## config.mk

```make
export PLATFORM = sky130hd
export DESIGN_NAME = mscc_front
export DESIGN_NICKNAME = d
export VERILOG_FILES = /design/src/mscc_pkg.sv /design/src/mscc_front.sv
export SDC_FILE = /design/constraint.sdc
export NUM_CORES = 2
export LEC_CHECK = 0
export ABC_CLOCK_PERIOD_IN_PS = 10900
export BUFFER_PORTS_ARGS = -buffer_cell sky130_fd_sc_hd__buf_4
export CORE_MARGIN = 2
export CORE_UTILIZATION = 30
export DETAILED_ROUTE_END_ITERATION = 10
export REMOVE_ABC_BUFFERS = 1
export SKIP_LAST_GASP = 1
export SYNTH_ARGS = -nofsm -noshare
export SYNTH_HDL_FRONTEND = slang
export SYNTH_SLANG_ARGS = --single-unit
```

## constraint.sdc

```tcl
create_clock -name i_clk -period 10.9 [get_ports i_clk]
set_input_delay 2.18 -clock i_clk [delete_from_list [all_inputs] [get_ports i_clk]]
set_output_delay 2.18 -clock i_clk [all_outputs]
set_load 0.05 [all_outputs]
```

## src/mscc_pkg.sv

```systemverilog
package mscc_pkg;

    localparam int MAX_LEVELS = 8;

    localparam logic [1:0] CFG_THRESHOLD     = 2'd0;
    localparam logic [1:0] CFG_MULTI_MODE    = 2'd1;
    localparam logic [1:0] CFG_CELLS_PER_ROW = 2'd2;

    localparam logic [2:0] GLYPH_BLANK     = 3'd0;
    localparam logic [2:0] GLYPH_SLASH     = 3'd1;
    localparam logic [2:0] GLYPH_BACKSLASH = 3'd2;
    localparam logic [2:0] GLYPH_DASH      = 3'd3;
    localparam logic [2:0] GLYPH_BAR       = 3'd4;
    localparam logic [2:0] GLYPH_CROSS     = 3'd5;
    localparam logic [2:0] GLYPH_DOT_FILL  = 3'd6;
    localparam logic [2:0] GLYPH_FAINT     = 3'd7;

    localparam logic [2:0] STYLE_NONE      = 3'd0;
    localparam logic [2:0] STYLE_CONTOUR   = 3'd1;
    localparam logic [2:0] STYLE_INSIDE    = 3'd2;
    localparam logic [2:0] STYLE_LEVEL0    = 3'd3;
    localparam logic [2:0] STYLE_LEVEL_TOP = 3'd7;

    localparam logic [3:0] CASE_EMPTY = 4'd0;
    localparam logic [3:0] CASE_FULL  = 4'd15;

    typedef struct packed {
        logic [14:0] threshold;
        logic        multi_mode;
        logic [7:0]  cells_per_row;
    } t_cfg;

    typedef struct packed {
        logic [7:0]                  col;
        logic [7:0]                  row;
        logic [3:0]                  base_case;
        logic [MAX_LEVELS-1:0][3:0]  lvl_case;
    } t_cell;

    function automatic logic [16:0] level_factor(input logic [2:0] lv);
        logic [16:0] f;
        case (lv)
            3'd0:    f = 17'd19661;
            3'd1:    f = 17'd29491;
            3'd2:    f = 17'd39322;
            3'd3:    f = 17'd49152;
            3'd4:    f = 17'd58982;
            3'd5:    f = 17'd68813;
            3'd6:    f = 17'd78643;
            default: f = 17'd88474;
        endcase
        return f;
    endfunction

    function automatic logic [2:0] glyph_of(input logic [3:0] c);
        logic [2:0] g;
        case (c)
            4'd1, 4'd7, 4'd8, 4'd14:          g = GLYPH_SLASH;
            4'd2, 4'd4, 4'd11, 4'd13:         g = GLYPH_BACKSLASH;
            4'd3, 4'd12:                      g = GLYPH_DASH;
            4'd6, 4'd9:                       g = GLYPH_BAR;
            4'd5, 4'd10:                      g = GLYPH_CROSS;
            default:                          g = GLYPH_BLANK;
        endcase
        return g;
    endfunction

endpackage

```

## src/mscc_front.sv

```systemverilog
module mscc_front #(
    parameter int MAX_CORNERS_PER_ROW = 256,
    parameter int LEVEL_COUNT = 5
) (
    input  logic                 i_clk,
    input  logic                 i_rst_n,
    input  mscc_pkg::t_cfg       i_cfg,
    input  logic                 i_accept,
    input  logic [14:0]          i_sample,
    input  logic                 i_frame_start,
    output logic [1:0]           o_pending,
    output logic                 o_push,
    output mscc_pkg::t_cell      o_cell
);

    localparam int CW  = $clog2(MAX_CORNERS_PER_ROW);
    localparam int NW  = $clog2(MAX_CORNERS_PER_ROW + 1);
    localparam int KW  = (NW > 9) ? NW : 9;
    localparam logic [KW-1:0] MAXC = KW'(MAX_CORNERS_PER_ROW);

    logic [CW-1:0] r_col, n_col, w_col;
    logic [7:0]    r_row, n_row, w_row;
    logic [KW-1:0] w_cpr1, w_corners, w_col_inc;
    logic [7:0]    w_row_wrap, w_row_adv;

    logic [14:0] r_mem [MAX_CORNERS_PER_ROW];
    logic [14:0] r_above;

    logic        r_v1, r_res1;
    logic [14:0] r_s1;
    logic [7:0]  r_col1, r_row1;

    logic [14:0] r_ul, r_ll;
    logic [31:0] w_tl, w_tr, w_br, w_bl;
    logic [3:0]  w_base;
    logic [mscc_pkg::MAX_LEVELS-1:0][3:0] w_lvl;

    logic            r_v2;
    mscc_pkg::t_cell r_cell;

    assign w_cpr1     = KW'(i_cfg.cells_per_row) + KW'(1);
    assign w_corners  = (w_cpr1 > MAXC) ? MAXC : w_cpr1;
    assign w_row_wrap = (r_row == 8'd255) ? r_row : r_row + 8'd1;

    always_comb begin
        if (i_frame_start) begin
            w_col = '0;
            w_row = '0;
        end else if (KW'(r_col) >= w_corners) begin
            w_col = '0;
            w_row = w_row_wrap;
        end else begin
            w_col = r_col;
            w_row = r_row;
        end
    end

    assign w_col_inc = KW'(w_col) + KW'(1);
    assign w_row_adv = (w_row == 8'd255) ? w_row : w_row + 8'd1;

    always_comb begin
        n_col = r_col;
        n_row = r_row;
        if (i_accept) begin
            if (w_col_inc >= w_corners) begin
                n_col = '0;
                n_row = w_row_adv;
            end else begin
                n_col = CW'(w_col_inc);
                n_row = w_row;
            end
        end
    end

    always_ff @(posedge i_clk) begin
        if (!i_rst_n) begin
            r_col <= '0;
            r_row <= '0;
        end else begin
            r_col <= n_col;
            r_row <= n_row;
        end
    end

    always_ff @(posedge i_clk) begin
        if (i_accept) begin
            r_above      <= r_mem[w_col];
            r_mem[w_col] <= i_sample;
        end
    end

    always_ff @(posedge i_clk) begin
        if (!i_rst_n) begin
            r_v1   <= 1'b0;
            r_res1 <= 1'b0;
        end else begin
            r_v1   <= i_accept;
            r_res1 <= i_accept && (w_row != 8'd0) && (w_col != '0);
        end
    end

    always_ff @(posedge i_clk) begin
        if (i_accept) begin
            r_s1   <= i_sample;
            r_col1 <= 8'(w_col) - 8'd1;
            r_row1 <= w_row - 8'd1;
        end
    end

    always_ff @(posedge i_clk) begin
        if (!i_rst_n) begin
            r_ul <= '0;
            r_ll <= '0;
        end else if (r_v1) begin
            r_ul <= r_above;
            r_ll <= r_s1;
        end
    end

    assign w_tl = {1'b0, r_ul, 16'h0000};
    assign w_tr = {1'b0, r_above, 16'h0000};
    assign w_br = {1'b0, r_s1, 16'h0000};
    assign w_bl = {1'b0, r_ll, 16'h0000};

    assign w_base = {r_ul > i_cfg.threshold, r_above > i_cfg.threshold,
                     r_s1 > i_cfg.threshold, r_ll > i_cfg.threshold};

    for (genvar g = 0; g < mscc_pkg::MAX_LEVELS; g++) begin : g_level
        if (g < LEVEL_COUNT) begin : g_used
            logic [31:0] r_prod;
            always_ff @(posedge i_clk) begin
                r_prod <= 32'(i_cfg.threshold) * 32'(mscc_pkg::level_factor(3'(g)));
            end
            assign w_lvl[g] = {w_tl > r_prod, w_tr > r_prod, w_br > r_prod, w_bl > r_prod};
        end else begin : g_unused
            assign w_lvl[g] = '0;
        end
    end

    always_ff @(posedge i_clk) begin
        if (!i_rst_n) begin
            r_v2 <= 1'b0;
        end else begin
            r_v2 <= r_res1;
        end
    end

    always_ff @(posedge i_clk) begin
        if (r_res1) begin
            r_cell.col       <= r_col1;
            r_cell.row       <= r_row1;
            r_cell.base_case <= w_base;
            r_cell.lvl_case  <= w_lvl;
        end
    end

    assign o_pending = {1'b0, r_res1} + {1'b0, r_v2};
    assign o_push    = r_v2;
    assign o_cell    = r_cell;

endmodule

```

Word level (Yosys, flattened, before mapping). Memory sizes are Yosys's and may differ from the RTL's. A register that Yosys moved wholly into a read port is not among the register bits. Index checks and enable logic that the tools add are counted.

Reduce and logical (&&, ||, !) cells: 4. Magnitude comparators: 27. Add/sub/neg operators: 7. $mul: 5. Mux-type cells: 11. Eq/ne operators: 2.

Operators by type and width (number): $gt A31 B31 Y1 (12); $gt A31 B30 Y1 (8); $mul A15 B15 Y30 const B (4); $mux W8 (8); $gt A15 B15 Y1 (4); $add A8 B1 Y9 const B (2); $mul A15 B2 Y17 const B (1); $add A8 B1 Y8 const B (2); $eq A8 B8 Y1 const B (2); $reduce_bool A8 Y1 (2); $sub A8 B1 Y8 const B (2); $ge A8 B9 Y1 (1); $ge A9 B9 Y1 (1); $gt A9 B9 Y1 const B (1); $mux W9 (1); $add A1 B1 Y2 (1); $logic_and A1 B1 Y1 (2); $mux W1 (2).

Output and inout port bits: 55. Register bits after elaboration: 257. Memories: 1. Bits in writable memories: 3840. Word-level logic and storage cells: 80. Input port bits: 43.

Memory list: r_mem (depth 256, width 15, rd ports 1, clocked after memory_dff 1, write ports 1, RTL line mscc_front.sv:26) `logic [14:0] r_mem [MAX_CORNERS_PER_ROW];`.

Longest topological paths before layout.
Depth after elaboration: 9. Depth in mapped cells: 32. Depth with buffers taken out: 25.

Least setup slack after synthesis. Ideal clock, no wire load.

Path type: input-to-reg. Start point: in i_cfg[0] (netlist name). End point: reg r_row[3]. Path buffers: 9. Arrival: 7.823 ns. Setup time: 0.125 ns. Required time: 10.775 ns. Stages on the path: 31. Setup slack: 2.952 ns. Cell sequence: ha_1 nand3_1 nor2_8 inv_2 buf_2 nand2_1 ha_1 and3_1 a221oi_2 o21ai_2 buf_6 a21oi_2 buf_4 buf_2 buf_2 buf_1 buf_2 buf_2 ha_1 inv_1 ha_1 a21o_1 a21oi_1 nor2b_1 o21ai_0 a21oi_1 o41ai_1 clkbuf_1 nor2_1 o211ai_1 a21boi_0.

Longest elaborated chain between the ends: 9. Elaborated cells between the ends (all ways): 14. Those cells by class: add/sub: 3; order compare: 3; eq/ne: 1; mux: 7.

Ends and longest elaborated chain: start, declared (RTL line mscc_front.sv:7) `input mscc_pkg::t_cfg i_cfg,`; $add A8 B1 Y9 (*) (RTL line mscc_front.sv:41) `assign w_cpr1 = KW'(i_cfg.cells_per_row) + KW'(1);`; $gt A9 B9 Y1 (RTL line mscc_front.sv:42) `assign w_corners = (w_cpr1 > MAXC) ? MAXC : w_cpr1;`; $mux W9 (*) (RTL line mscc_front.sv:42); $ge A8 B9 Y1 (RTL line mscc_front.sv:49) `end else if (KW'(r_col) >= w_corners) begin`; $mux W8 (RTL line mscc_front.sv:49); $mux W8 (RTL line mscc_front.sv:46) `if (i_frame_start) begin`; $add A8 B1 Y9 (tied with other cells) (RTL line mscc_front.sv:58) `assign w_col_inc = KW'(w_col) + KW'(1);`; $ge A9 B9 Y1 / $mux W8 (equally long branches) (RTL line mscc_front.sv:65, mscc_front.sv:59); $mux W8 (*) (RTL line mscc_front.sv:65) `if (w_col_inc >= w_corners) begin`; end signal, assigned (RTL line mscc_front.sv:81) `r_row <= n_row;`; end, declared (RTL line mscc_front.sv:22) `logic [7:0] r_row, n_row, w_row;`.

Mark *: on every way between the ends. The rest lies on a longest branch, timed or not. A chain may end at the register's enable or synchronous reset.

Worst setup path in the final report.
Start point: in i_cfg[0] (netlist name). End point: reg r_above[9], read port of r_mem (data pin).

Longest elaborated chain between the ends: 6.

Ends and longest elaborated chain: $add A8 B1 Y9 (*) (RTL line mscc_front.sv:41); $gt A9 B9 Y1 (RTL line mscc_front.sv:42); $mux W9 (*) (RTL line mscc_front.sv:42); $ge A8 B9 Y1 (*) (RTL line mscc_front.sv:49); $mux W8 (*) (RTL line mscc_front.sv:49); $mux W8 (*) (RTL line mscc_front.sv:46); end, declared (RTL line mscc_front.sv:27) `logic [14:0] r_above;`.

Marks and branches as above.

==> impl_metrics.csv <==
group,metric,value,unit
outcome,outcome,"finished with violations",
outcome,violations,"capacitance limit, slew limit",
cts,cts_buffer_depth,4,
detailed_routing,postRouteAntennaNets,0,
floorplanning,ios,98,
hold_path,hold_depth,0,
logic_synthesis,synth_area_per_cell,14.80,sq um
worst_setup_path,rr_startpoint,"r_col[4]",
placement,place_congestion,0.9344,
cts,cts_setup_buffers,0,
job,maxCapViolations,1,
sta,fin_ws,1879,ps
logic_synthesis,yosysTopAreaCell,"edfxtp_1",
logic_synthesis,ys_ff_latch,4048,
worst_setup_path,worstRegToRegCells,13,
logic_synthesis,synth.distinct_cells,85,
worst_setup_path,rrSetupSlack,4110,ps
logic_synthesis,async_flop_share,0,
detailed_routing,vias,108421,
logic_synthesis,synth_common_cells,"edfxtp_1 (3926), nand2_1 (892), a21oi_1 (642)",
cts,clkLatencyLatePin,1080,ps
global_route,grt_max_degree,179,
detailed_routing,post_drt_wl_per_cell,28.82,um
cts,cts_tree,"built",
global_route,overflow,0,
placement,dp_worst_setup_slack,1226,ps
logic_synthesis,synth_top_area_frac,0.6888,
finish,post_route_cells_drive_above_1_share,0.1209,
power_and_ir_drop,power_density,184.0,nW/um^2
worst_setup_path,endpoint_kind,"flop",
sta,relSlewSlack,-0.02253,
global_route,grt_pass1_wl,794300,um
floorplanning,die-area,576600,sq um
global_route,first_global_vias,102205,
hold_path,min_from,"r_col1[1]",
floorplanning,start_util,0.3010,
worst_setup_path,critPathKind,"in2reg",
sta,slew_violations,2,
logic_synthesis,synth_most_common_cell,"edfxtp_1",
detailed_routing,wl,570400,um
cts,hold_buffers,0,
floorplanning,fp.coreArea,568700,sq um
cts,cts_resized,0,
finish,fillers,54205,
worst_setup_path,arrival,9480,ps
cts,path_clk_slew,60,ps
global_route,grtUsageTotal,0.1894,
placement,io_buffers,84,
logic_synthesis,synth_cells,11563,
sta,hold_viol,0,
logic_synthesis,synth-edff-count,3926,
sta,fin_setup_tns,0,ps
global_route,antenna_found_initial,42,
sta,period_needed,9021,ps
power_and_ir_drop,p_leak,64.83,nW
logic_synthesis,synth_ff_type,"edfxtp_1",
sta,setup_violations,0,
detailed_routing,drcViolationCount,0,
floorplanning,rows,277,
finish,areaGrowthSynthToFinish,14.68,%
logic_synthesis,synth-seq-area-share,0.7030,
power_and_ir_drop,ir_drop,0.1453,mV
worst_setup_path,crit_fanout,61,
sta,tightestPinTransition,1521,ps
sta,rsz0062_at_grt,"no",
cts,cts.sinks,4048,
finish,final_util,0.3451,
finish,stdcell_count,19792,
floorplanning,die-width,759.3,um
detailed_routing,drt-pass1-iter-count,8,
placement,dp_cells,19039,
placement,dp_hpwl,343200,um
sta,fmax,110.8,MHz
floorplanning,die_y,759.3,um
detailed_routing,viasPerCell,5.478,
sta,fin_skew,143.0,ps
cts,cts_buffers,404,
cts,cts_root_buffer,"clkbuf_16",
worst_setup_path,start_kind,"primary input",
worst_setup_path,required,11350,ps
sta,period_share,0.8277,
worst_setup_path,r2r_end,"r_above[13]",
cts,cts_max_level,5,
detailed_routing,drt-initial-drc-count,16200,
hold_path,hold_class,"reg2reg",
logic_synthesis,ys_top_cells_by_area,"edfxtp_1 (69%), ha_1 (4.4%), mux2i_1 (2.9%)",
logic_synthesis,ys_warn_count,0,
logic_synthesis,syn-cell-area,171200,sq um
hold_path,min_to,"o_cell[45]",
finish,nets,12715,
==> kinds of logic (layout without fill, tap and decap cells) <==
logic type	Yosys count	after routing	share of synthesized area
xor+xnor	85	85	0.004349
compound gates	2590	2590	0.09409
fa+ha+maj	759	759	0.06232
other cells	1	26	0.00002191
buf+inv	938	1609	0.02232
simple gates	2393	2393	0.06356
flops	4048	4048	0.7030
mux	749	749	0.05029
==> sequential cells by signal (all words and copies together), names as in the netlist <==
signal	flops
g_level.g_used.r_prod	73
o_cell	40
o_push	1
r_above	15
r_col	8
r_col1	8
r_ll	15
r_mem	3840
r_res1	1
r_row	8
r_row1	8
r_s1	15
r_ul	15
r_v1	1
==> critical path, cell delays in order <==
cell and delay [ps]:
buf_4 100, ha_1 240, nand3_1 200, nor2_8 640
inv_2 490, nand2_1 230, ha_1 130, and3_1 190
nand3_1 120, o21ai_2 720, a21oi_4 300, inv_8 550
buf_4 540, buf_4 490, nand3_1 120, nand3_1 160
o311ai_0 430, o21ai_0 670, o2111ai_1 750
==> layer usage <==
metal / vias to the layer above / GRT usage / part of all wire
met5: - / 0.007108 / 0.0013
met4: 30 / 0.08146 / 0.049
met3: 1167 / 0.04758 / 0.12
met2: 6521 / 0.2883 / 0.44
met1: 55144 / 0.2560 / 0.39
li1: 45559 / - / -
==> cell type report <==
type / count / area [sq um] / area share
Clock buffer: 505 / 10610 / 0.05407
Sequential cell: 4048 / 120300 / 0.6131
Timing Repair Buffer: 593 / 5194 / 0.02646
Inverter: 278 / 1059 / 0.005393
Multi-Input combinational cell: 6588 / 47420 / 0.2416
Clock inverter: 233 / 2191 / 0.01116
Tap cell: 7533 / 9425 / 0.04802
Antenna cell: 14 / 35.03 / 0.0001785
==> where the power goes <==
| group | internal [mW] | switching, mW | total, mW |
|---|---|---|---|
| Sequential | 17.3 | 0.151 | 17.4 |
| Combinational | 1.92 | 3.13 | 5.05 |
| Clock | 7.55 | 6.11 | 13.7 |
| Total | 26.7 | 9.39 | 36.1 |
==> metrics by stage <==
stage / hold slack, ps / power [mW] / area, sq um
floorplan: 400.3 / 21.19 / 168400
global placement: 402.8 / 22.64 / 183400
detailed placement: 404.5 / 22.73 / 183400
CTS: 418.2 / 36.21 / 196200
global route: 436.6 / 37.40 / 196300
finish: 418.4 / 36.11 / 196300
==> worst max path at each step <==
stage,start,endpoint,cells after the start
CTS,i_cfg[0],r_above[13],19
global placement,i_cfg[0],r_above[13],19
floorplan,r_col[1],r_above[13],10
global route,i_cfg[0],r_above[9],19
detailed placement,i_cfg[0],r_above[13],19
finish,i_cfg[0],r_above[9],19
==> cells in the final DEF (no fill, tap or decap), types with 93 or more instances in the layout <==
cell type,Yosys,routed
edfxtp_1,3926,3926
nand2_1,892,885
a21oi_1,642,642
ha_1,603,603
buf_4,16,527
nor2_1,550,526
o21ai_0,524,521
o22ai_1,506,506
mux2i_1,500,500
clkbuf_16,0,408
nand3_1,324,307
inv_1,274,274
mux2_2,178,178
nor2b_1,165,165
a31oi_1,164,164
a211oi_1,163,163
fa_1,156,156
nor3_1,153,152
o221ai_1,132,132
clkinv_1,1,116
dfxtp_1,122,116
a21o_1,113,113
clkbuf_1,327,93
Power figures use the tool's default switching activity.
