$ cat config.mk
export PLATFORM = sky130hd
export DESIGN_NAME = mscc_fifo
export DESIGN_NICKNAME = d
export VERILOG_FILES = /design/src/mscc_pkg.sv /design/src/mscc_fifo.sv
export SDC_FILE = /design/constraint.sdc
export NUM_CORES = 1
export LEC_CHECK = 0
export BUFFER_PORTS_ARGS = -buffer_cell sky130_fd_sc_hd__clkbuf_2
export CAP_MARGIN = 20
export CORE_ASPECT_RATIO = 1.5
export CORE_MARGIN = 2
export CORE_UTILIZATION = 25
export CTS_CLUSTER_DIAMETER = 60
export DETAILED_ROUTE_END_ITERATION = 10
export GPL_TIMING_DRIVEN = 0
export SLEW_MARGIN = 20
export SYNTH_ARGS = -nofsm -noshare
export SYNTH_HDL_FRONTEND = slang
export SYNTH_SLANG_ARGS = --single-unit
$ cat constraint.sdc
create_clock -name i_clk -period 2.7 [get_ports i_clk]
set_input_delay 0.54 -clock i_clk [delete_from_list [all_inputs] [get_ports i_clk]]
set_output_delay 0.54 -clock i_clk [all_outputs]
set_load 0.03 [all_outputs]
$ cat src/mscc_pkg.sv
package mscc_pkg;

    localparam int MAX_LEVELS = 8;

    localparam logic [1:0] CFG_THRESHOLD     = 2'd0;
    localparam logic [1:0] CFG_MULTI_MODE    = 2'd1;
    localparam logic [1:0] CFG_CELLS_PER_ROW = 2'd2;

    localparam logic [2:0] GLYPH_BLANK     = 3'd0;
    localparam logic [2:0] GLYPH_SLASH     = 3'd1;
    localparam logic [2:0] GLYPH_BACKSLASH = 3'd2;
    localparam logic [2:0] GLYPH_DASH      = 3'd3;
    localparam logic [2:0] GLYPH_BAR       = 3'd4;
    localparam logic [2:0] GLYPH_CROSS     = 3'd5;
    localparam logic [2:0] GLYPH_DOT_FILL  = 3'd6;
    localparam logic [2:0] GLYPH_FAINT     = 3'd7;

    localparam logic [2:0] STYLE_NONE      = 3'd0;
    localparam logic [2:0] STYLE_CONTOUR   = 3'd1;
    localparam logic [2:0] STYLE_INSIDE    = 3'd2;
    localparam logic [2:0] STYLE_LEVEL0    = 3'd3;
    localparam logic [2:0] STYLE_LEVEL_TOP = 3'd7;

    localparam logic [3:0] CASE_EMPTY = 4'd0;
    localparam logic [3:0] CASE_FULL  = 4'd15;

    typedef struct packed {
        logic [14:0] threshold;
        logic        multi_mode;
        logic [7:0]  cells_per_row;
    } t_cfg;

    typedef struct packed {
        logic [7:0]                  col;
        logic [7:0]                  row;
        logic [3:0]                  base_case;
        logic [MAX_LEVELS-1:0][3:0]  lvl_case;
    } t_cell;

    function automatic logic [16:0] level_factor(input logic [2:0] lv);
        logic [16:0] f;
        case (lv)
            3'd0:    f = 17'd19661;
            3'd1:    f = 17'd29491;
            3'd2:    f = 17'd39322;
            3'd3:    f = 17'd49152;
            3'd4:    f = 17'd58982;
            3'd5:    f = 17'd68813;
            3'd6:    f = 17'd78643;
            default: f = 17'd88474;
        endcase
        return f;
    endfunction

    function automatic logic [2:0] glyph_of(input logic [3:0] c);
        logic [2:0] g;
        case (c)
            4'd1, 4'd7, 4'd8, 4'd14:          g = GLYPH_SLASH;
            4'd2, 4'd4, 4'd11, 4'd13:         g = GLYPH_BACKSLASH;
            4'd3, 4'd12:                      g = GLYPH_DASH;
            4'd6, 4'd9:                       g = GLYPH_BAR;
            4'd5, 4'd10:                      g = GLYPH_CROSS;
            default:                          g = GLYPH_BLANK;
        endcase
        return g;
    endfunction

endpackage

$ cat src/mscc_fifo.sv
module mscc_fifo #(
    parameter int DEPTH = 4
) (
    input  logic                      i_clk,
    input  logic                      i_rst_n,
    input  logic                      i_push,
    input  mscc_pkg::t_cell           i_data,
    input  logic                      i_pop,
    output mscc_pkg::t_cell           o_data,
    output logic                      o_empty,
    output logic [$clog2(DEPTH+1)-1:0] o_count
);

    localparam int AW  = $clog2(DEPTH);
    localparam int CNW = $clog2(DEPTH + 1);

    mscc_pkg::t_cell r_buf [DEPTH];
    logic [AW-1:0]   r_wp, r_rp;
    logic [CNW-1:0]  r_cnt, n_cnt;
    logic            w_pop;

    assign w_pop = i_pop && (r_cnt != '0);

    always_comb begin
        n_cnt = r_cnt;
        if (i_push && !w_pop) begin
            n_cnt = r_cnt + CNW'(1);
        end else if (!i_push && w_pop) begin
            n_cnt = r_cnt - CNW'(1);
        end
    end

    always_ff @(posedge i_clk) begin
        if (!i_rst_n) begin
            r_wp  <= '0;
            r_rp  <= '0;
            r_cnt <= '0;
        end else begin
            r_cnt <= n_cnt;
            if (i_push) begin
                r_wp <= r_wp + AW'(1);
            end
            if (w_pop) begin
                r_rp <= r_rp + AW'(1);
            end
        end
    end

    always_ff @(posedge i_clk) begin
        if (i_push) begin
            r_buf[r_wp] <= i_data;
        end
    end

    assign o_data  = r_buf[r_rp];
    assign o_empty = (r_cnt == '0);
    assign o_count = r_cnt;

endmodule

Word level (Yosys, flattened, before mapping) --
Memory sizes are Yosys's and may differ from the RTL's. A register that Yosys moved wholly into a read port is not among the register bits. Index checks and enable logic that the tools add are counted.
Storage, ports and cells: register bits 7, input bits 56, RAM bits 208, output and inout port bits 56, memories kept 1, logic and storage cells 22
Memory list:
- r_buf | depth 4, bits a word 52, rd ports 1, clocked after memory_dff 1, wr ports 1, RTL line mscc_fifo.sv:17 | mscc_pkg::t_cell r_buf [DEPTH];
Operators by class: add/sub/neg operators 4, mux-type cells 6, reductions and logical operators 8
Operators with widths (number):
- $mux 3 | 2
- $add 2x1->2 const B | 2
- $mux 2 | 2
- $add 3x1->3 const B | 1
- $logic_and 1x1->1 | 3
- $logic_not 3->1 | 1
- $reduce_bool 3->1 | 1
- $sub 3x1->3 const B | 1
- $logic_not 1->1 | 2
- $mux 1 | 2
- $reduce_bool 2->1 | 1

Depth between registers and ports, before layout --
Gate-level depths: netlist (run 1).
depth after elaboration 5, depth in mapped cells 7, depth with buffers taken out 7

Worst setup path before layout (run 1) --
Ideal clock, no wire load.
path type in2reg, start in i_push, end mem r_buf[0][0] (netlist name) (enable), setup time 0.415 ns, required time 2.285 ns, slack 0.506 ns, stages 1, arrival time 1.779 ns, path buffers 0, path through and2_1
Between the ends: word-level cells in the longest chain between the ends 2
RTL lines:
- start, declared | RTL line mscc_fifo.sv:6 | input logic i_push,
- $mux 1 | RTL line mscc_fifo.sv:50 | if (i_push) begin
- $mux 1 (implied by the code) | RTL line mscc_fifo.sv:51 | r_buf[r_wp] <= i_data;
- end, declared | RTL line mscc_fifo.sv:17
No other way between the ends.

==> results of run 1 <==
[where the power goes]
part	internal [uW]	switching, uW
clock network	1520	1150
logic	1040	1480
registers	3890	88.6
total	6450	2720
[layer usage]
layer / up-vias / wire (um) / GRT usage
met3: 36 / 982 / 0.0285
met1: 1885 / 5900 / 0.104
met5: - / 20 / 0
li1: 1605 / - / -
met2: 88 / 8270 / 0.166
met4: 4 / 572 / 0.0426
[logic make-up after synthesis]
| logic type | share of synthesized area |
|---|---|
| AOI/OAI and AO/OA | 0.00623 |
| buffers and inverters | 0.0188 |
| xor gates and xnor gates | 0.00545 |
| muxes | 0.149 |
| adders and majority gates | 0.0103 |
| DFF | 0.800 |
| and+or+nand+nor | 0.00997 |
[registers in the layout, summed over array words and instances, names as in the netlist, named ones only]
signal,count
r_wp,2
o_count,3
r_buf,208
r_rp,2
[how the worst max path moves through the flow]
stage | end | slack, ns | cells past startpoint
6_report | o_data[32] | 0.19 | 3
5_1_grt | o_data[32] | 0.01 | 3
4_1_cts | o_data[32] | 0.02 | 3
3_5_place_dp | o_data[13] | 0.41 | 4
3_3_place_gp | r_buf[0][46] | -0.72 | 2
2_1_floorplan | r_buf[0][0] | 0.51 | 1
[area by class of cell]
class,instances,share of cell area
Inverter,3,0.00115
Buffer,11,0.0139
Timing Repair Buffer,115,0.0648
Clock buffer,27,0.0559
Antenna cell,1,0.000255
Multi-Input combinational cell,82,0.149
Clock inverter,8,0.00664
Sequential cell,217,0.656
Tap cell,410,0.0523
[worst max-delay path, cell delays in order (launching register included)]
cell and delay (ns):
dfxtp_1 0.53, buf_2 0.36, mux4_2 0.38, clkbuf_2 0.21
[stage by stage]
step	utilization	total power, uW
5_1_grt	0.309	9550
6_report	0.309	9160
3_5_place_dp	0.290	6640
4_1_cts	0.309	9360
3_3_place_gp	0.287	6570
2_1_floorplan	-	5930
[cells in the final DEF (no fill, tap or decap), types with 2 or more instances in the layout]
| cell type | synthesis | final |
|---|---|---|
| xnor2_1 | 3 | 3 |
| buf_2 | 5 | 5 |
| mux2i_1 | 2 | 2 |
| clkinv_1 | 0 | 3 |
| clkbuf_2 | 0 | 111 |
| inv_1 | 3 | 3 |
| clkbuf_1 | 1 | 6 |
| buf_12 | 5 | 9 |
| nor2b_1 | 2 | 2 |
| mux4_2 | 50 | 50 |
| clkinv_2 | 0 | 3 |
| and2_1 | 9 | 5 |
| dfxtp_1 | 9 | 9 |
| mux4_1 | 2 | 2 |
| ha_1 | 5 | 5 |
| xor2_1 | 2 | 2 |
| clkbuf_16 | 0 | 21 |
| and2_4 | 0 | 4 |
| edfxtp_1 | 208 | 208 |
==> impl_metrics.env, run 1 <==
export IMPL_status="finished clean"
export IMPL_gp_congestion=0.641
export IMPL_htree_levels=1
export IMPL_cts_sinks=217
export IMPL_cp_max_fo=10
export IMPL_synth_area_leaders="edfxtp_1 78%, mux4_2 14%, dfxtp_1 2.2%"
export IMPL_setup_ws_ns=0.188
export IMPL_r2r_slack_ns=0.60
export IMPL_hp_class="in2reg"
export IMPL_worst_r2r_path_depth=7
export IMPL_via_per_inst=4.14
export IMPL_rr_endpoint="o_count[2]"
export IMPL_synth_area_leader_cell="edfxtp_1"
export IMPL_postCtsSetupRepairBufs=0
export IMPL_fin_worst_skew_ns=0.00431
export IMPL_grt_overflow_total=0
export IMPL_cts_tree="yes"
export IMPL_vias=3618
export IMPL_worst_ep_required_time_ns=2.16
export IMPL_place_inst=839
export IMPL_numCtsBuffers=21
export IMPL_drtIter0Drc=165
export IMPL_synth_top_area_frac=0.778
export IMPL_drive_gt1_frac=0.449
export IMPL_synth_enable_flop_cells=208
export IMPL_grt_max_degree=30
export IMPL_dieArea_mm2=0.0336
export IMPL_maxCapViolCount=0
export IMPL_yosysWarnings=0
export IMPL_peakVddDrop_v=0.000515
export IMPL_synth_area_mm2=0.00803
export IMPL_cts_hold_buf=0
export IMPL_cts_resized_gates=0
export IMPL_synth_seq_cells=217
export IMPL_critPathKind="reg2out"
export IMPL_clock_path_buffers=3
export IMPL_setup_viol=0
export IMPL_start_util=0.253
export IMPL_rsz0062_at_grt="no"
export IMPL_grt_pass1_wl_um=23700
export IMPL_holdWs_ns=0.256
export IMPL_synthToLayoutAreaGrowth_pct=22.0
export IMPL_first_global_vias=4189
export IMPL_tns_ns=0
export IMPL_regArea_mm2=0.00643
export IMPL_ys_seq_area_frac=0.800
export IMPL_multi_input_area_mm2=0.00147
export IMPL_netlist_instances=314
export IMPL_worst_pin_slew_ns=0.446
export IMPL_hold_viol_final=0
export IMPL_worstSetupEndpointType="output pin"
export IMPL_slew_headroom=0.703
export IMPL_r2r_start="o_count[1]"
export IMPL_wirelength_um=15700
export IMPL_postLayoutCellArea_mm2=0.00980
export IMPL_period_minus_slack_ns=2.51
export IMPL_fmax_ghz=0.398
export IMPL_io_pins=112
export IMPL_min_delay_start="i_data[6]"
export IMPL_cts_root_buf="clkbuf_16"
export IMPL_p_per_area_mw_per_mm2=935
export IMPL_dpl_cell_area_mm2=0.00919
export IMPL_clkLatencyLatePin_ns=0.50
export IMPL_yosysMostFrequentCell="edfxtp_1"
export IMPL_avgSynthCellArea_um2=25.6
export IMPL_die_w_um=150
export IMPL_synth_cell_types=22
export IMPL_antenna_found_initial=3
export IMPL_synthFlopType="edfxtp_1"
export IMPL_worstHoldPathCells=1
export IMPL_clkTransAtPathRegs_ns=0.06
export IMPL_dp_slack_ns=0.407
export IMPL_hpwlAfterDp_um=10200
export IMPL_wl_per_cell_um=18.0
export IMPL_synth_nets=376
export IMPL_drc_errors=0
export IMPL_worstSetupStartpointType="register"
export IMPL_drv_slew=0
export IMPL_final_antenna_net_count=0
export IMPL_cp_arrival_ns=1.97
export IMPL_synth_common_cells="208 x edfxtp_1, 50 x mux4_2, 9 x and2_1, 9 x dfxtp_1"
export IMPL_ys_async_sr_fraction=0
export IMPL_grt_total_usage=0.0947
export IMPL_nets=513
export IMPL_cellLeakagePower_uw=0.00327
export IMPL_io_buffers=111
export IMPL_fin_cells=874
export IMPL_fillers=3030
export IMPL_first_pass_iters=4
export IMPL_hold_path_endpoint="r_buf[0][6]"
export IMPL_fin_crit_sh=0.931
export IMPL_std_cell_rows=80
export IMPL_die_h_um=224
export IMPL_core_mm2=0.0317
No activity file was read; power rests on OpenSTA's default activity.
==> inputs of run 2 (changes only) <==
--- a/config.mk
+++ b/config.mk
@@ -7,12 +7,14 @@
 export LEC_CHECK = 0
 export BUFFER_PORTS_ARGS = -buffer_cell sky130_fd_sc_hd__clkbuf_2
 export CAP_MARGIN = 20
-export CORE_ASPECT_RATIO = 1.5
+export CORE_ASPECT_RATIO = 0.9
 export CORE_MARGIN = 2
 export CORE_UTILIZATION = 25
 export CTS_CLUSTER_DIAMETER = 60
 export DETAILED_ROUTE_END_ITERATION = 10
 export GPL_TIMING_DRIVEN = 0
+export HOLD_SLACK_MARGIN = 0.15
+export PLACE_DENSITY_LB_ADDON = 0.1
 export SLEW_MARGIN = 20
 export SYNTH_ARGS = -nofsm -noshare
 export SYNTH_HDL_FRONTEND = slang
==> run 2 against run 1 <==
Net effect: cell count rose by 1.7%; non-clock buffer count is the same; routed wire length up 5.2%; combinational power hardly changed; total power grew 8.7%; maximum frequency down 1.4%; global-route usage up 0.56 points; first-iteration DRC count up 9.7%; critical path depth unchanged; largest cell class unchanged.
==> impl_metrics.env, run 2 (synthesized netlist as in run 1, its figures left out) <==
export IMPL_status="finished clean"
export IMPL_numCtsBuffers=25
export IMPL_io_buffers=111
export IMPL_dieArea_mm2=0.0336
export IMPL_nets=517
export IMPL_cp_max_fo=10
export IMPL_setup_viol=0
export IMPL_p_per_area_mw_per_mm2=990
export IMPL_drv_slew=0
export IMPL_slew_headroom=0.620
export IMPL_r2r_slack_ns=0.58
export IMPL_htree_levels=1
export IMPL_die_h_um=174
export IMPL_hp_class="in2reg"
export IMPL_grt_max_degree=38
export IMPL_core_mm2=0.0318
export IMPL_hpwlAfterDp_um=10200
export IMPL_synthToLayoutAreaGrowth_pct=25.3
export IMPL_worst_ep_required_time_ns=2.16
export IMPL_vias=3636
export IMPL_drtIter0Drc=181
export IMPL_cellLeakagePower_uw=0.00338
export IMPL_worstSetupStartpointType="register"
export IMPL_gp_congestion=0.639
export IMPL_grt_pass1_wl_um=24800
export IMPL_clock_path_buffers=3
export IMPL_final_antenna_net_count=0
export IMPL_cts_tree="yes"
export IMPL_die_w_um=193
export IMPL_layout_commonest_cell="edfxtp_1"
export IMPL_first_global_vias=4072
export IMPL_grt_overflow_total=0
export IMPL_final_cell_mix="208 x edfxtp_1, 111 x clkbuf_2, 50 x mux4_2, 25 x clkbuf_16, 9 x dfxtp_1"
export IMPL_cts_hold_buf=0
export IMPL_largest_register_ffs=208
export IMPL_setup_ws_ns=0.152
export IMPL_drive_gt1_frac=0.463
export IMPL_dp_slack_ns=0.444
export IMPL_regMostFlops="r_buf"
export IMPL_via_per_inst=4.09
export IMPL_finalPower_uw=9960
export IMPL_antenna_found_initial=0
export IMPL_crit_chain="buf_2, mux4_2, clkbuf_2"
export IMPL_maxCapViolCount=0
export IMPL_diodes=0
export IMPL_io_pins=112
export IMPL_start_util=0.253
export IMPL_slowest_delay_ns=0.54
export IMPL_cp_top_family="buffers and inverters"
export IMPL_cp_arrival_ns=2.01
export IMPL_postCtsSetupRepairBufs=0
export IMPL_critPathKind="reg2out"
export IMPL_rsz0062_at_grt="no"
export IMPL_grt_total_usage=0.100
export IMPL_cts_root_buf="clkbuf_16"
export IMPL_hold_viol_final=0
export IMPL_crit_buf_inv=2
export IMPL_clkLatencyLatePin_ns=0.52
export IMPL_wirelength_um=16600
export IMPL_worstSetupEndpointType="output pin"
export IMPL_std_cell_rows=62
export IMPL_wl_per_cell_um=18.6
export IMPL_peakVddDrop_v=0.000468
export IMPL_first_pass_iters=4
export IMPL_worst_pin_slew_ns=0.570
export IMPL_fin_worst_skew_ns=0.0164
export IMPL_cts_sinks=217
export IMPL_drc_errors=0
export IMPL_period_minus_slack_ns=2.55
export IMPL_fin_crit_sh=0.944
export IMPL_fmax_ghz=0.392
export IMPL_clkTransAtPathRegs_ns=0.06
export IMPL_cp_slowest_cell="dfxtp_1"
export IMPL_fillers=3084
==> run 2: worst reg2reg max path, stage by stage, from the launching register on <==
cell	delay (ns)
dfxtp_1	0.41
o31ai_4	0.30
ha_1	0.24
inv_1	0.06
fa_1	0.37
xor2_1	0.18
or3_1	0.30
a21boi_0	0.19
==> run 2: timing repair <==
item                       4_1_cts  5_1_grt
cloned                           0        0
setup endpoints to repair       50        2
pin swaps                        0        0
gates resized for setup          1        2
==> run 2: final timing paths <==
check,start,end,cells past startpoint
setup reg to reg,o_count[0],o_count[2],7
hold reg to reg,r_wp[1],r_wp[1],2
setup / recovery,register,o_data[27],3
hold / removal,i_data[44],r_buf[3][44],1
==> run 2: layout make-up <==
cell class / count / area, um2 / share of cell area
Multi-Input combinational cell: 82 / 1470 / 0.146
Tap cell: 416 / 520 / 0.0517
Buffer: 11 / 144 / 0.0143
Inverter: 3 / 11.3 / 0.00112
Clock inverter: 17 / 216 / 0.0215
Sequential cell: 217 / 6430 / 0.639
Clock buffer: 28 / 637 / 0.0633
Timing Repair Buffer: 115 / 643 / 0.0639
==> run 2: where the power goes <==
| group | switching (uW) | internal [uW] | total [uW] |
|---|---|---|---|
| clock network | 1280 | 2170 | 3450 |
| registers | 87.2 | 3890 | 3970 |
| logic | 1500 | 1040 | 2540 |
==> run 2: layer usage <==
| metal | vias to the layer above | global-route usage | routed length [um] |
|---|---|---|---|
| met5 | - | 0 | 0 |
| met4 | 0 | 0.0294 | 467 |
| met3 | 27 | 0.0271 | 980 |
| met2 | 86 | 0.168 | 7850 |
| met1 | 1902 | 0.127 | 7270 |
| li1 | 1621 | - | - |
==> run 2: metrics by stage <==
| step | cell area [um2] | hold WS (ns) | TNS (ns) | instances | utilization |
|---|---|---|---|---|---|
| final | 10100 | 0.235 | 0 | 889 | 0.316 |
| after global routing | 10100 | 0.219 | 0 | 889 | 0.316 |
| after CTS | 10100 | 0.205 | 0 | 889 | 0.316 |
| after detailed placement | 9210 | 0.565 | 0 | 845 | 0.289 |
| after global placement | 9110 | 0.546 | -225.06 | 841 | 0.286 |
| after floorplan | 8030 | 0.528 | 0 | 314 | - |
==> inputs of run 3 (changes only) <==
--- a/config.mk
+++ b/config.mk
@@ -8,8 +8,8 @@
 export BUFFER_PORTS_ARGS = -buffer_cell sky130_fd_sc_hd__clkbuf_2
 export CAP_MARGIN = 20
 export CORE_ASPECT_RATIO = 0.9
-export CORE_MARGIN = 2
-export CORE_UTILIZATION = 25
+export CORE_MARGIN = 3
+export CORE_UTILIZATION = 55
 export CTS_CLUSTER_DIAMETER = 60
 export DETAILED_ROUTE_END_ITERATION = 10
 export GPL_TIMING_DRIVEN = 0
==> run 3 against run 2 <==
Net effect: clock skew down 0.0017 ns; setup slack got worse by 0.048 ns; design area fell by 4.7%; routed wire length is 20% lower; flip-flop and latch count unchanged; utilization is 36 points higher; largest cell class unchanged.
==> impl_metrics.env, run 3 (synthesized netlist as in run 1, its figures left out) <==
export IMPL_wirelength_um=13300
export IMPL_drv_slew=0
export IMPL_final_cell_mix="208 x edfxtp_1, 111 x clkbuf_2, 50 x mux4_2, 23 x clkbuf_16, 9 x dfxtp_1"
export IMPL_setup_worst_path_end="o_data[21]"
export IMPL_crit_chain="clkbuf_1, buf_2, mux4_2, clkbuf_2"
export IMPL_hp_class="in2reg"
export IMPL_cts_root_buf="clkbuf_16"
export IMPL_use_met3=0.0412
export IMPL_worst_ep_required_time_ns=2.16
export IMPL_final_antenna_net_count=0
export IMPL_critPathKind="reg2out"
export IMPL_fin_worst_skew_ns=0.0147
export IMPL_rsz0062_at_grt="no"
export IMPL_clkLatencyLatePin_ns=0.49
export IMPL_std_cell_rows=41
export IMPL_via_per_inst=5.40
export IMPL_dieArea_mm2=0.0161
export IMPL_first_pass_iters=4
export IMPL_drtIter0Drc=241
export IMPL_worst_pin_slew_ns=0.410
export IMPL_rr_endpoint="o_count[2]"
export IMPL_grt_overflow_total=0
export IMPL_regMostFlops="r_buf"
export IMPL_drc_errors=0
export IMPL_grt_pass1_wl_um=20800
export IMPL_grt_met2_usage=0.274
export IMPL_r2r_start="o_count[1]"
export IMPL_grt_busiest_layer="met2"
export IMPL_slew_headroom=0.727
export IMPL_cellLeakagePower_uw=0.00330
export IMPL_path_depth=4
export IMPL_synthToLayoutAreaGrowth_pct=19.5
export IMPL_layout_commonest_cell="edfxtp_1"
export IMPL_die_w_um=133
export IMPL_vias=3576
export IMPL_core_mm2=0.0142
export IMPL_htree_levels=1
export IMPL_cp_slowest_cell="mux4_2"
export IMPL_crit_buf_inv=3
export IMPL_largest_register_ffs=208
export IMPL_p_per_area_mw_per_mm2=958
export IMPL_nets=515
export IMPL_r2r_slack_ns=0.61
export IMPL_fin_crit_sh=0.962
export IMPL_io_buffers=111
export IMPL_dp_slack_ns=0.561
export IMPL_cp_max_fo=10
export IMPL_start_util=0.567
export IMPL_hold_viol_final=0
export IMPL_status="finished clean"
export IMPL_slowest_delay_ns=0.37
export IMPL_first_global_vias=3802
export IMPL_drive_gt1_frac=0.456
export IMPL_cts_hold_buf=0
export IMPL_fillers=946
export IMPL_fmax_ghz=0.385
export IMPL_die_h_um=121
export IMPL_numCtsBuffers=22
export IMPL_worstSetupEndpointType="output pin"
export IMPL_worst_r2r_path_depth=7
export IMPL_cp_arrival_ns=2.06
export IMPL_wl_per_cell_um=20.1
export IMPL_io_pins=112
export IMPL_cts_sinks=217
export IMPL_period_minus_slack_ns=2.60
export IMPL_clock_path_buffers=3
export IMPL_antenna_found_initial=0
export IMPL_clkTransAtPathRegs_ns=0.06
export IMPL_hpwlAfterDp_um=8140
export IMPL_setup_viol=0
export IMPL_worstSetupStartpointType="register"
export IMPL_diodes=0
export IMPL_cts_tree="yes"
export IMPL_grt_total_usage=0.169
export IMPL_finalPower_uw=9190
export IMPL_setup_ws_ns=0.104
export IMPL_grt_met1_usage=0.234
export IMPL_cp_top_family="buffers and inverters"
export IMPL_maxCapViolCount=0
export IMPL_peakVddDrop_v=0.000697
export IMPL_gp_congestion=0.666
export IMPL_grt_max_degree=46
[run 3: what timing repair did]
| action | 4_1_cts | 5_1_grt |
|---|---|---|
| setup buffers | 0 | 0 |
| gates resized for setup | 0 | 2 |
| endpoints found under the hold margin | 0 | 0 |
| endpoints found under the setup margin | 0 | 2 |
[run 3: per-stage QoR]
stage          utilization  area [um2]  hold slack (ns)  TNS (ns)  cells
2_1_floorplan            -        8030            0.528         0    314
3_3_place_gp         0.624        8830            0.541   -133.32    618
3_5_place_dp         0.631        8930            0.571         0    622
4_1_cts              0.677        9590            0.247         0    662
5_1_grt              0.678        9600            0.250         0    662
6_report             0.678        9600            0.260         0    662
[run 3: how the worst min path moves through the flow]
stage                    start      endpoint  slack, ns  cells past startpoint
detailed placement     r_wp[1]       r_wp[1]       0.57                      2
CTS                 i_data[31]  r_buf[3][31]       0.25                      1
finish              i_data[34]  r_buf[3][34]       0.26                      1
global placement       r_wp[1]       r_wp[1]       0.54                      2
floorplan              r_wp[1]       r_wp[1]       0.53                      2
global route        i_data[33]  r_buf[3][33]       0.25                      1
[run 3: layer usage]
layer / wire (um) / vias to the layer above
met5: 0 / -
met2: 6480 / 103
met3: 768 / 22
li1: - / 1619
met4: 306 / 0
met1: 5720 / 1832
[run 3: final cells by class]
class / count / area (um2) / area share
Multi-Input combinational cell: 82 / 1470 / 0.153
Clock buffer: 29 / 608 / 0.0634
Clock inverter: 11 / 55.1 / 0.00574
Inverter: 3 / 11.3 / 0.00117
Tap cell: 193 / 241 / 0.0252
Buffer: 12 / 145 / 0.0151
Sequential cell: 217 / 6430 / 0.670
Timing Repair Buffer: 115 / 643 / 0.0670
[run 3: power by group]
part	switching [uW]	internal, uW
Clock	1160	1590
Sequential	79.0	3890
Combinational	1440	1040
Total	2680	6510
[run 3: worst reg2reg max path, delay by kind of cell, from the launching register on]
kind	cells	cell delay (ns)
simple gates	1	0.30
fa+ha+maj	2	0.60
xor+xnor	1	0.18
flops	1	0.39
compound gates	2	0.49
buf+inv	1	0.06
